===== src/rtl/bmre_pkg.sv =====
// Shared types and constants of the border marker range extractor.
`default_nettype none
package bmre_pkg;
	localparam int MAX_LINE_LENGTH = 4096;
	localparam int POS_W   = $clog2(MAX_LINE_LENGTH);
	localparam int COORD_W = 12;
	localparam int Q_DEPTH = 4;
	localparam int Q_PTR_W = $clog2(Q_DEPTH);

	localparam logic [31:0] COLOR_WHITE = 32'hffff_ffff;
	localparam logic [31:0] COLOR_BLACK = 32'hff00_0000;
	localparam logic [31:0] COLOR_RED   = 32'hffff_0000;

	localparam logic [POS_W-1:0]   POS_MAX = POS_W'(MAX_LINE_LENGTH - 1);
	localparam logic [COORD_W-1:0] ERR_POS = COORD_W'(MAX_LINE_LENGTH - 2);

	typedef logic [COORD_W-1:0] coord_t;
	typedef logic [POS_W-1:0]   pos_t;

	typedef enum logic [1:0] {
		KIND_BLACK = 2'd0,
		KIND_RED   = 2'd1,
		KIND_ERROR = 2'd2,
		KIND_DONE  = 2'd3
	} kind_t;

	// One classified pixel: an optional closed run, then an optional status.
	typedef struct packed {
		logic   run_vld;
		kind_t  run_kind;
		coord_t run_start;
		coord_t run_end;
		logic   stat_vld;
		kind_t  stat_kind;
		coord_t stat_pos;
	} entry_t;
endpackage
`default_nettype wire


===== src/rtl/bmre_front.sv =====
// Front end: classifies pixels, tracks the line state and builds queue entries.
`default_nettype none
module bmre_front import bmre_pkg::*; (
	input  wire logic        clk,
	input  wire logic        arst_n,
	input  wire logic        cfg_valid,
	input  wire logic        cfg_data,
	input  wire logic        accept,
	input  wire logic [31:0] pixel,
	input  wire logic        line_end,
	output entry_t           entry,
	output logic             entry_vld
);
	logic   neutral_mode_q;
	pos_t   pos_q;
	coord_t start_q;
	logic   err_q;
	logic   prev_mark_q;
	logic   prev_red_q;

	logic   is_black, is_red, is_marker, pix_valid, chg, sat;
	pos_t   inner;

	always_comb begin
		is_black  = (pixel == COLOR_BLACK);
		is_red    = (pixel == COLOR_RED);
		is_marker = is_black | is_red;
		pix_valid = is_marker | (neutral_mode_q ? (pixel == COLOR_WHITE)
		                                        : (pixel[31:24] == 8'h00));
		chg       = !((prev_mark_q == is_marker) && (!is_marker || (prev_red_q == is_red)));
		sat       = (pos_q == POS_MAX);
		inner     = pos_q - POS_W'(1);
	end

	always_comb begin
		entry     = '0;
		entry_vld = 1'b0;
		if (line_end) begin
			entry_vld      = 1'b1;
			entry.stat_vld = 1'b1;
			entry.stat_kind = KIND_DONE;
			if ((pos_q != '0) && !err_q && prev_mark_q) begin
				entry.run_vld   = 1'b1;
				entry.run_kind  = prev_red_q ? KIND_RED : KIND_BLACK;
				entry.run_start = start_q;
				entry.run_end   = COORD_W'(inner);
			end
		end else if ((pos_q != '0) && !err_q) begin
			if (sat || !pix_valid) begin
				entry_vld       = 1'b1;
				entry.stat_vld  = 1'b1;
				entry.stat_kind = KIND_ERROR;
				entry.stat_pos  = sat ? ERR_POS : COORD_W'(inner);
			end else if (chg && prev_mark_q) begin
				entry_vld       = 1'b1;
				entry.run_vld   = 1'b1;
				entry.run_kind  = prev_red_q ? KIND_RED : KIND_BLACK;
				entry.run_start = start_q;
				entry.run_end   = COORD_W'(inner);
			end
		end
	end

	always_ff @(posedge clk or negedge arst_n) begin
		if (!arst_n) begin
			neutral_mode_q <= 1'b0;
			pos_q          <= '0;
			start_q        <= '0;
			err_q          <= 1'b0;
			prev_mark_q    <= 1'b0;
			prev_red_q     <= 1'b0;
		end else begin
			if (cfg_valid) begin
				neutral_mode_q <= cfg_data;
			end
			if (accept) begin
				if (line_end) begin
					pos_q       <= '0;
					start_q     <= '0;
					err_q       <= 1'b0;
					prev_mark_q <= 1'b0;
					prev_red_q  <= 1'b0;
				end else if (pos_q == '0) begin
					pos_q <= POS_W'(1);
				end else begin
					if (!sat) begin
						pos_q <= pos_q + POS_W'(1);
					end
					if (!err_q) begin
						if (sat || !pix_valid) begin
							err_q <= 1'b1;
						end else if (chg) begin
							prev_mark_q <= is_marker;
							prev_red_q  <= is_red;
							if (is_marker) begin
								start_q <= COORD_W'(inner);
							end
						end
					end
				end
			end
		end
	end
endmodule
`default_nettype wire


===== src/rtl/bmre_queue.sv =====
// Small entry queue between the front end and the result stage.
`default_nettype none
module bmre_queue import bmre_pkg::*; (
	input  wire logic   clk,
	input  wire logic   arst_n,
	input  wire logic   wr_en,
	input  wire entry_t wr_data,
	input  wire logic   rd_en,
	output entry_t      rd_data,
	output logic        rd_vld,
	output logic        full
);
	entry_t               mem_q [Q_DEPTH];
	logic [Q_PTR_W-1:0]   wr_ptr_q, rd_ptr_q;
	logic [Q_PTR_W:0]     count_q;

	assign rd_data = mem_q[rd_ptr_q];
	assign rd_vld  = (count_q != '0);
	assign full    = (count_q == (Q_PTR_W+1)'(Q_DEPTH));

	always_ff @(posedge clk) begin
		if (wr_en) begin
			mem_q[wr_ptr_q] <= wr_data;
		end
	end

	always_ff @(posedge clk or negedge arst_n) begin
		if (!arst_n) begin
			wr_ptr_q <= '0;
			rd_ptr_q <= '0;
			count_q  <= '0;
		end else begin
			if (wr_en) begin
				wr_ptr_q <= (wr_ptr_q == Q_PTR_W'(Q_DEPTH - 1)) ? '0 : wr_ptr_q + Q_PTR_W'(1);
			end
			if (rd_en) begin
				rd_ptr_q <= (rd_ptr_q == Q_PTR_W'(Q_DEPTH - 1)) ? '0 : rd_ptr_q + Q_PTR_W'(1);
			end
			case ({wr_en, rd_en})
				2'b10:   count_q <= count_q + (Q_PTR_W+1)'(1);
				2'b01:   count_q <= count_q - (Q_PTR_W+1)'(1);
				default: count_q <= count_q;
			endcase
		end
	end
endmodule
`default_nettype wire


===== src/rtl/bmre_back.sv =====
// Result stage: expands queue entries into single results in an output register.
`default_nettype none
module bmre_back import bmre_pkg::*; (
	input  wire logic   clk,
	input  wire logic   arst_n,
	input  wire entry_t head,
	input  wire logic   head_vld,
	output logic        deq,
	input  wire logic   pop,
	output logic        empty,
	output kind_t       kind,
	output coord_t      range_start,
	output coord_t      range_end,
	output logic        last
);
	logic out_vld_q;
	logic phase_q;
	logic load, take_run;

	assign empty    = !out_vld_q;
	assign load     = head_vld && (!out_vld_q || pop);
	assign take_run = head.run_vld && !phase_q;
	assign deq      = load && !(take_run && head.stat_vld);

	always_ff @(posedge clk) begin
		if (load) begin
			if (take_run) begin
				kind        <= head.run_kind;
				range_start <= head.run_start;
				range_end   <= head.run_end;
				last        <= 1'b0;
			end else begin
				kind        <= head.stat_kind;
				range_start <= head.stat_pos;
				range_end   <= '0;
				last        <= (head.stat_kind == KIND_DONE);
			end
		end
	end

	always_ff @(posedge clk or negedge arst_n) begin
		if (!arst_n) begin
			out_vld_q <= 1'b0;
			phase_q   <= 1'b0;
		end else begin
			if (load) begin
				out_vld_q <= 1'b1;
			end else if (pop) begin
				out_vld_q <= 1'b0;
			end
			if (load) begin
				phase_q <= take_run && head.stat_vld;
			end
		end
	end
endmodule
`default_nettype wire


===== src/rtl/border_marker_range_extractor.sv =====
// Top level of the border marker range extractor.
// Usage:
//   Input queue: drive pixel and line_end, raise push; a transaction takes place
//   at a clock edge with push high and full low. Feed one border line per
//   sequence, line_end set on its final corner pixel.
//   Result queue: while empty is low, kind/range_start/range_end/last show the
//   oldest result; pop high at a clock edge takes it.
//   Config: cfg_valid with cfg_data writes neutral_mode; cfg_ready is always high.
// Timing:
//   One pixel per cycle sustained while full is low. The front end classifies a
//   pixel in the cycle it is taken; its entry is written into the 4-deep queue at
//   that edge and then passes from the queue head into the output register,
//   where it waits on the result ports until it is popped.
//   A line end may yield two results, drained one per cycle while pop stays high.
// Stall and reset:
//   A stalled receiver holds the output register; entries pile up in the queue
//   and full rises when it holds 4 entries. Reset clears the line state, the
//   queue and the valid flag of the output register; neutral_mode returns to 0.
`default_nettype none
module border_marker_range_extractor import bmre_pkg::*; (
	input  wire logic        clk,
	input  wire logic        arst_n,
	input  wire logic        cfg_valid,
	output logic             cfg_ready,
	input  wire logic        cfg_data,
	input  wire logic        push,
	output logic             full,
	input  wire logic [31:0] pixel,
	input  wire logic        line_end,
	input  wire logic        pop,
	output logic             empty,
	output logic [1:0]       kind,
	output logic [11:0]      range_start,
	output logic [11:0]      range_end,
	output logic             last
);
	entry_t entry, head;
	logic   entry_vld, accept, head_vld, deq;
	kind_t  kind_w;

	assign cfg_ready = 1'b1;
	assign accept    = push && !full;
	assign kind      = kind_w;

	bmre_front u_front (
		.clk       (clk),
		.arst_n    (arst_n),
		.cfg_valid (cfg_valid),
		.cfg_data  (cfg_data),
		.accept    (accept),
		.pixel     (pixel),
		.line_end  (line_end),
		.entry     (entry),
		.entry_vld (entry_vld)
	);

	bmre_queue u_queue (
		.clk     (clk),
		.arst_n  (arst_n),
		.wr_en   (accept && entry_vld),
		.wr_data (entry),
		.rd_en   (deq),
		.rd_data (head),
		.rd_vld  (head_vld),
		.full    (full)
	);

	bmre_back u_back (
		.clk         (clk),
		.arst_n      (arst_n),
		.head        (head),
		.head_vld    (head_vld),
		.deq         (deq),
		.pop         (pop),
		.empty       (empty),
		.kind        (kind_w),
		.range_start (range_start),
		.range_end   (range_end),
		.last        (last)
	);
endmodule
`default_nettype wire


===== config.mk =====
export PLATFORM = sky130hd
export DESIGN_NAME = border_marker_range_extractor
export DESIGN_NICKNAME = d
export VERILOG_FILES = /design/src/rtl/bmre_pkg.sv /design/src/rtl/bmre_front.sv /design/src/rtl/bmre_queue.sv /design/src/rtl/bmre_back.sv /design/src/rtl/border_marker_range_extractor.sv
export SDC_FILE = /design/constraint.sdc
export NUM_CORES = 1
export LEC_CHECK = 0
export BUFFER_PORTS_ARGS = -buffer_cell sky130_fd_sc_hd__buf_2
export CAP_MARGIN = 20
export CORE_MARGIN = 4
export CORE_UTILIZATION = 55
export CTS_CLUSTER_SIZE = 12
export DETAILED_ROUTE_END_ITERATION = 10
export PLACE_DENSITY = 0.74
export SLEW_MARGIN = 20
export SYNTH_ARGS = -nofsm -noshare
export SYNTH_HDL_FRONTEND = slang
export SYNTH_SLANG_ARGS = --single-unit
export TNS_END_PERCENT = 50

===== constraint.sdc =====
create_clock -name clk -period 5.65 [get_ports clk]
set_input_delay 0 -clock clk [delete_from_list [all_inputs] [get_ports clk]]
set_output_delay 0 -clock clk [all_outputs]
set_load 0.005 [all_outputs]

==> run summary, run 1 <==
Input/output buffers - 67
Post-Syn Nets - 641
Via-per-instance ratio - 5.890
IO Count - 69
Chip width - 139.7 um
Sequential Power Share - 0.446
CTS max path bufs - 3
Worst-Skew Late Latency - 0.50 ns
Final Skew - 0.01721 ns
Seq/Total Area, Yosys - 0.6858
Outcome - finished, final reports clean
Clock power frac - 0.264
Worst-path clk slew - 0.06 ns
DRT Pass-1 Iters - 5
Setup_tns - 0 ns
Cell count after synthesis - 593
Critical path type - flop to flop
Hold WC Path Type - primary input to flop
Fin crit period - 3.485 ns
Gr ovfl total - 0
Core area - 0.01676 mm2
Syn Std Cell Area - 0.009538 mm2
Global-route wire length before repair - 29.66 mm
Cell variety after synth - 65
Area growth from synthesis to layout - 13.88%
Row count - 47
Syn avg cell area - 16.08 um2
Maximum vdd drop - 0.2722 mV
Post-synth top cells - 187 x edfxtp_1, 48 x nor2_1, 40 x mux4_2
Largest net degree at the start of global routing - 43
Synth area leader - edfxtp_1
Most frequent cell after synthesis - edfxtp_1
Vias in the first global route - 5641
Seq cells post-synth - 224
Clock tree sinks - 224
Final Max Slew Viols - 0
Fin. Hold Viols - 0
Final nets - 716
Number of CTS-inserted buffers - 24
Ant diodes - 0
Leak pwr - 3.900 nW
Post-CTS Setup Bufs - 0
# DRC - 0
Total Wirelength - 18.39 mm
Initial antenna violation count - 0
Worst Setup End Kind - flop
Post-DP HPWL - 11.36 mm
Comb power frac - 0.290
Least-Margin Pin Slew - 1.072 ns
Post-synth ARST share - 0.1652
Commonest register cell after synthesis - edfxtp_1
CP Max Fanout - 40
Wire length per cell - 20.29 um
RePlAce Congestion - 0.8938
Switching part of the total - 0.2942
Setup crit start kind - flop
Final setup fails - 0
NetSw - 1.622 mW
Max-Cap Viols - 0
Htree depth - 1
PD cells - 507.7 mW/mm2
Max_slew headroom - 0.2856
Final hold slack - 0.1072 ns
Final Cycle Share - 0.6169
CTS tree - yes
Root buf cell - clkbuf_16
Die Area - 0.01951 mm2
Initial core utilization - 0.5691
CP arrival - 3.59 ns
Vert. Die Dim - 139.7 um
P_int - 3.892 mW
Yosys warns - 0
DRT antenna net count - 0
Layout cells sized above 1 - 0.2638
RSZ-0062 raised after global routing - false
Global Route Usage Sum - 0.1895
Req. time, crit path - 5.75 ns
DR vias - 5336
Max Clock Freq - 286.9 MHz
Synth area leaders - edfxtp_1 59%, dfrtp_1 9.7%, mux4_2 9.4%
Post-synth EDFFs - 187
Area share of the largest cell type after synthesis - 0.5887
Initial drt markers - 365
==> critical path, cell delays in order (launching register included) <==
cell      delay (ns)
dfrtp_1         0.55
and4_1          0.30
nand4_1         0.13
or3_1           0.52
inv_2           0.12
a211oi_1        0.09
o21ai_0         0.42
and2_2          0.94
==> power by group through the flow <==
| stage | Clock [mW] | Combinational, mW | Sequential (mW) |
|---|---|---|---|
| after floorplan | 0 | 1.19 | 2.41 |
| after global placement | 0 | 1.56 | 2.47 |
| after detailed placement | 0 | 1.60 | 2.49 |
| after CTS | 1.48 | 1.62 | 2.46 |
| after global routing | 1.56 | 1.75 | 2.49 |
| final | 1.46 | 1.60 | 2.46 |
==> state kept, by name, summed over array words and instances (netlist names), 2 cells and up <==
signal,cells
u_queue.wr_ptr_q,2
u_front.start_q,12
u_queue.count_q,3
u_queue.rd_ptr_q,2
u_back.kind,2
u_back.range_end,12
u_queue.mem_q,160
u_back.range_start,12
u_front.pos_q,12
==> worst paths after layout <==
check / slack, ns / endpoint / start / cells past startpoint
max: 2.16 / u_queue.mem_q[3][25]$_DFFE_PP_ / u_front.pos_q[3]$_DFFE_PN0P_ / 7
min: 0.11 / u_front.err_q$_DFFE_PN0P_ / push / 4
max reg2reg: 2.16 / u_queue.mem_q[3][25]$_DFFE_PP_ / u_front.pos_q[3]$_DFFE_PN0P_ / 7
min reg2reg: 0.48 / u_front.start_q[11]$_DFFE_PN0P_ / u_front.start_q[11]$_DFFE_PN0P_ / 1
max in group asynchronous: 4.88 / u_queue.rd_ptr_q[0]$_DFFE_PN0P_ / arst_n / 2
min in group asynchronous: 0.17 / u_back.out_vld_q$_DFFE_PN0P_ / arst_n / 2
==> routing by layer <==
| layer | track usage | wire length [um] | vias to the layer above |
|---|---|---|---|
| li1 | - | - | 2434 |
| met1 | 0.2529 | 7762 | 2667 |
| met2 | 0.3282 | 9194 | 196 |
| met3 | 0.02642 | 920 | 39 |
| met4 | 0.05507 | 510 | 0 |
| met5 | 0 | 0 | - |
==> cells in the final DEF, fill, tap and decap left out, types with 3 or more instances in the layout <==
cell type	Yosys	routed
a21oi_1	8	7
a2bb2oi_1	8	8
a311o_1	3	3
and2_1	17	13
buf_2	10	67
buf_4	2	4
clkbuf_1	12	12
clkbuf_16	0	25
clkinv_1	1	3
dfrtp_1	37	35
dlygate4sd3_1	0	6
edfxtp_1	187	187
ha_1	8	8
inv_1	16	16
mux2_2	16	16
mux4_2	40	40
nand2_1	35	35
nand3_1	8	8
nand4_1	15	15
nor2_1	48	48
nor2b_1	13	13
nor3_1	10	10
nor4_1	9	9
o21ai_0	8	8
o21ai_1	8	8
or2_2	3	3
or3_1	4	4
xnor2_1	12	12
xor2_1	9	9
==> stage by stage <==
step / worst slack [ns] / instance area, um2 / total power, mW / util / instances
2_1_floorplan: 2.203 / 9538 / 3.600 / - / 593
3_3_place_gp: 2.306 / 10060 / 4.034 / 0.6002 / 856
3_5_place_dp: 2.205 / 10060 / 4.092 / 0.6002 / 856
4_1_cts: 2.150 / 10860 / 5.563 / 0.6479 / 906
5_1_grt: 1.981 / 10860 / 5.797 / 0.6481 / 906
6_report: 2.165 / 10860 / 5.514 / 0.6481 / 906
==> layout make-up <==
type,count,area (um2)
sequential,224,6544
fill,1187,5898
multi-input combinational,322,2806
clock buffer,38,684.4
timing repair buffer,77,425.4
tap,220,275.3
inverter,19,71.32
clock inverter,6,55.05
==> cells by family after synthesis <==
| kind of cell | share of synthesized area |
|---|---|
| XOR/XNOR | 0.01928 |
| other | 0.0003932 |
| AO/OA/AOI/OAI | 0.04539 |
| flip-flops | 0.6858 |
| AND/OR/NAND/NOR | 0.09891 |
| buffers and inverters | 0.02217 |
| multiplexers | 0.1154 |
| adder cells (fa/ha/maj) | 0.01259 |
==> timing repair <==
action / CTS / global route
endpoints found under the hold margin: 41 / 0
gates resized for setup: 0 / 0
hold buffers: 6 / 0
endpoints found under the setup margin: 0 / 0
Note: power is estimated with default switching activity, not from simulation.
==> run 2, diff against run 1 <==
ABC_AREA = 1   (was not set)
CORE_UTILIZATION = 54   (was 55)
PLACE_DENSITY = 0.75   (was 0.74)
clock period = 2.9 ns   (was 5.65 ns; I/O delays follow)
==> run 2 against run 1 <==
  * Sequential power grew 90%
  * Critical path type unchanged
  * Critical endpoint is now u_queue.count_q[2]$_DFFE_PN0P_
  * Hold slack got worse by 0.066 ns
  * First-iteration DRC count increased by 63%
==> run summary, run 2 <==
RePlAce Congestion - 0.9301 (+4.1%)
Commonest register cell after synthesis - edfxtp_1
Number of CTS-inserted buffers - 24 (unchanged)
Ant diodes - 0 (unchanged)
# DRC - 0 (unchanged)
Layout fillers - 1376 (+16%)
Via-per-instance ratio - 5.514 (-6.4%)
Wire length per cell - 16.80 um (-17%)
Fin crit period - 2.695 ns (-0.7908 ns)
Post-synth top cells - 240 x nor2_1, 187 x edfxtp_1, 110 x nand2_1
Synth area leaders - edfxtp_1 57%, dfrtp_1 9.4%, nor2_1 9.1%
Critical R2R Launch - u_front.pos_q[0]$_DFFE_PN0P_
Row count - 49 (+4.3%)
Most common cell after layout, fill and taps aside - nor2_1
CP Max Fanout - 5 (-88%)
Layout cells sized above 1 - 0.1494 (-0.1145)
Area share of the largest cell type after synthesis - 0.5699 (-0.01884)
Area growth from synthesis to layout - 15.02%
Syn avg cell area - 10.50 um2 (-35%)
Final hold slack - 0.04166 ns (-0.06553 ns)
Post-synth ARST share - 0.1652 (unchanged)
Global-route wire length before repair - 33.35 mm (+12%)
Clock tree sinks - 224 (unchanged)
Initial antenna violation count - 0 (unchanged)
DR vias - 6948 (+30%)
Final instance area - 0.01133 mm2 (+4.3%)
Vias in the first global route - 6609 (+17%)
Max_slew headroom - 0.3906 (+0.1050)
CTS max path bufs - 3 (unchanged)
Initial drt markers - 594 (+63%)
Hold Path Depth - 7 (+3)
Least-Margin Pin Slew - 0.9142 ns (-0.1575 ns)
CP arrival - 3.08 ns (-0.51 ns)
Fin cells - 1260 (+39%)
Gr ovfl total - 0 (unchanged)
RSZ-0062 raised after global routing - false
Syn Std Cell Area - 0.009853 mm2 (+3.3%)
Most frequent cells in the layout - 236 x nor2_1, 187 x edfxtp_1, 108 x nand2_1, 94 x o21ai_0
Htree depth - 1 (unchanged)
Max-Cap Viols - 0 (unchanged)
Leak pwr - 4.507 nW (+16%)
Chip width - 143.1 um (+2.4%)
Top reg by flops - u_queue.mem_q
DP Cell Count - 1210 (+41%)
Die Area - 0.02047 mm2 (+4.9%)
Final Max Slew Viols - 0 (unchanged)
IO Count - 69 (unchanged)
Critical path type - flop to flop
Setup crit start kind - flop
Max Clock Freq - 371.1 MHz (+29%)
Worst Setup End Kind - flop
Final nets - 1061 (+48%)
Seq cells post-synth - 224 (unchanged)
Input/output buffers - 67 (unchanged)
R2R setup slack - 0.21 ns (-1.96 ns)
Setup_tns - 0 ns (unchanged)
Initial core utilization - 0.5485 (-0.02058)
Req. time, crit path - 3.28 ns (-2.47 ns)
Outcome - finished, final reports clean
Final Skew - 0.01680 ns (-0.0004105 ns)
Worst-Skew Late Latency - 0.51 ns (about the same)
Total Wirelength - 21.17 mm (+15%)
Min-Delay Endpoint - u_front.prev_mark_q$_DFFE_PN0P_
Final Cycle Share - 0.9292 (+0.3123)
Capturing point of the worst reg2reg path - u_queue.count_q[2]$_DFFE_PN0P_
DP Area - 0.01049 mm2 (+4.3%)
Cell variety after synth - 37 (-43%)
Vert. Die Dim - 143.1 um (+2.4%)
Yosys warns - 0 (unchanged)
CTS tree - yes
Post-DP HPWL - 12.46 mm (+9.7%)
Global Route Usage Sum - 0.2052 (+0.01576)
Maximum vdd drop - 0.5102 mV (+87%)
Fin. Hold Viols - 0 (unchanged)
Seq/Total Area, Yosys - 0.6639 (-0.02195)
DRT antenna net count - 0 (unchanged)
Synth area leader - edfxtp_1
Worst-path clk slew - 0.06 ns (about the same)
Final Power - 11.47 mW (+110%)
PD cells - 1012 mW/mm2 (+99%)
Post-synth EDFFs - 187 (unchanged)
Worst Reg-to-Reg Cells - 16 (+9)
Hold WC Path Type - primary input to flop
Largest register FFs - 160 (unchanged)
Cell count after synthesis - 938 (+58%)
Final setup fails - 0 (unchanged)
Largest net degree at the start of global routing - 79 (+84%)
Most frequent cell after synthesis - nor2_1
Root buf cell - clkbuf_16
DRT Pass-1 Iters - 5 (unchanged)
Core area - 0.01796 mm2 (+7.2%)
Post-Syn Nets - 986 (+54%)
Min-delay src - push
-- run 2: cell count changes after synthesis, moves of 14 or more --
cell | previous run | this run
and2_1 | 17 | 0
mux2_2 | 16 | 0
o21ai_0 | 8 | 94
mux4_2 | 40 | 0
a21oi_1 | 8 | 24
nand3_1 | 8 | 22
nor2_1 | 48 | 240
clkbuf_1 | 12 | 26
inv_1 | 16 | 68
o22ai_1 | 1 | 15
nand2_1 | 35 | 110
-- run 2: routing by layer --
metal	part of all wire	vias to the layer above	track usage
li1	-	3338	-
met3	0.083	22	0.03851
met5	0	-	0
met4	0.013	0	0.04902
met2	0.49	311	0.3469
met1	0.41	3277	0.2780
-- run 2: power by group --
group	switching, mW	leakage, nW	internal, mW
sequential	0.252	2.23	4.42
clock	1.17	0.375	1.80
combinational	2.65	1.90	1.17
-- run 2: per-stage QoR --
step / utilization / worst slack (ns)
2_1_floorplan: - / -0.1993
3_3_place_gp: 0.5838 / 0.1548
3_5_place_dp: 0.5838 / 0.07369
4_1_cts: 0.6299 / 0.06314
5_1_grt: 0.6309 / 0.01207
6_report: 0.6309 / 0.2054
-- run 2: worst max-delay path by stage --
stage / start / endpoint / cells past startpoint
3_3_place_gp: u_front.pos_q[0]$_DFFE_PN0P_ / u_queue.count_q[2]$_DFFE_PN0P_ / 16
5_1_grt: u_front.pos_q[0]$_DFFE_PN0P_ / u_queue.count_q[2]$_DFFE_PN0P_ / 16
4_1_cts: u_front.pos_q[1]$_DFFE_PN0P_ / u_queue.count_q[2]$_DFFE_PN0P_ / 16
2_1_floorplan: u_front.pos_q[0]$_DFFE_PN0P_ / u_queue.mem_q[0][0]$_DFFE_PP_ / 11
6_report: u_front.pos_q[0]$_DFFE_PN0P_ / u_queue.count_q[2]$_DFFE_PN0P_ / 16
3_5_place_dp: u_front.pos_q[1]$_DFFE_PN0P_ / u_queue.count_q[2]$_DFFE_PN0P_ / 16
-- run 2: critical path, cell delays in order, from the launching register on --
cell	delay, ns
dfrtp_2	0.43
inv_1	0.08
ha_1	0.18
nand2_1	0.10
nor2_2	0.14
nand4_2	0.12
nand2_2	0.10
nor2_1	0.07
nand3_1	0.11
nand3_2	0.10
nand2_2	0.09
ha_1	0.14
inv_1	0.07
fa_1	0.43
a21oi_1	0.15
o21ai_0	0.11
xor2_1	0.15
-- run 2: timing repair --
action | 4_1_cts | 5_1_grt
gates resized for setup | 0 | 5
endpoints found under the setup margin | 0 | 1
endpoints found under the hold margin | 45 | 0
hold buffers | 5 | 0
setup buffers | 0 | 1
-- run 2: cell type report --
cell class / count / area, um2 / share of cell area
clock buffers: 39 / 686.9 / 0.06061
multi-input cells: 600 / 2878 / 0.2539
well taps: 229 / 286.5 / 0.02528
inverters: 72 / 270.3 / 0.02385
flip-flops and latches: 224 / 6544 / 0.5774
repair buffers: 91 / 578.1 / 0.05100
clock inverters: 5 / 90.09 / 0.007949
-- run 2: logic make-up (layout without fill, tap and decap cells) --
group / count (synthesis) / after routing / synth area share
other cells: 1 / 1 / 0.0003806
simple gates: 422 / 422 / 0.1787
fa+ha+maj: 9 / 9 / 0.01219
compound gates: 150 / 150 / 0.08076
xor+xnor: 18 / 18 / 0.01600
buf+inv: 114 / 207 / 0.04812
flops: 224 / 224 / 0.6639
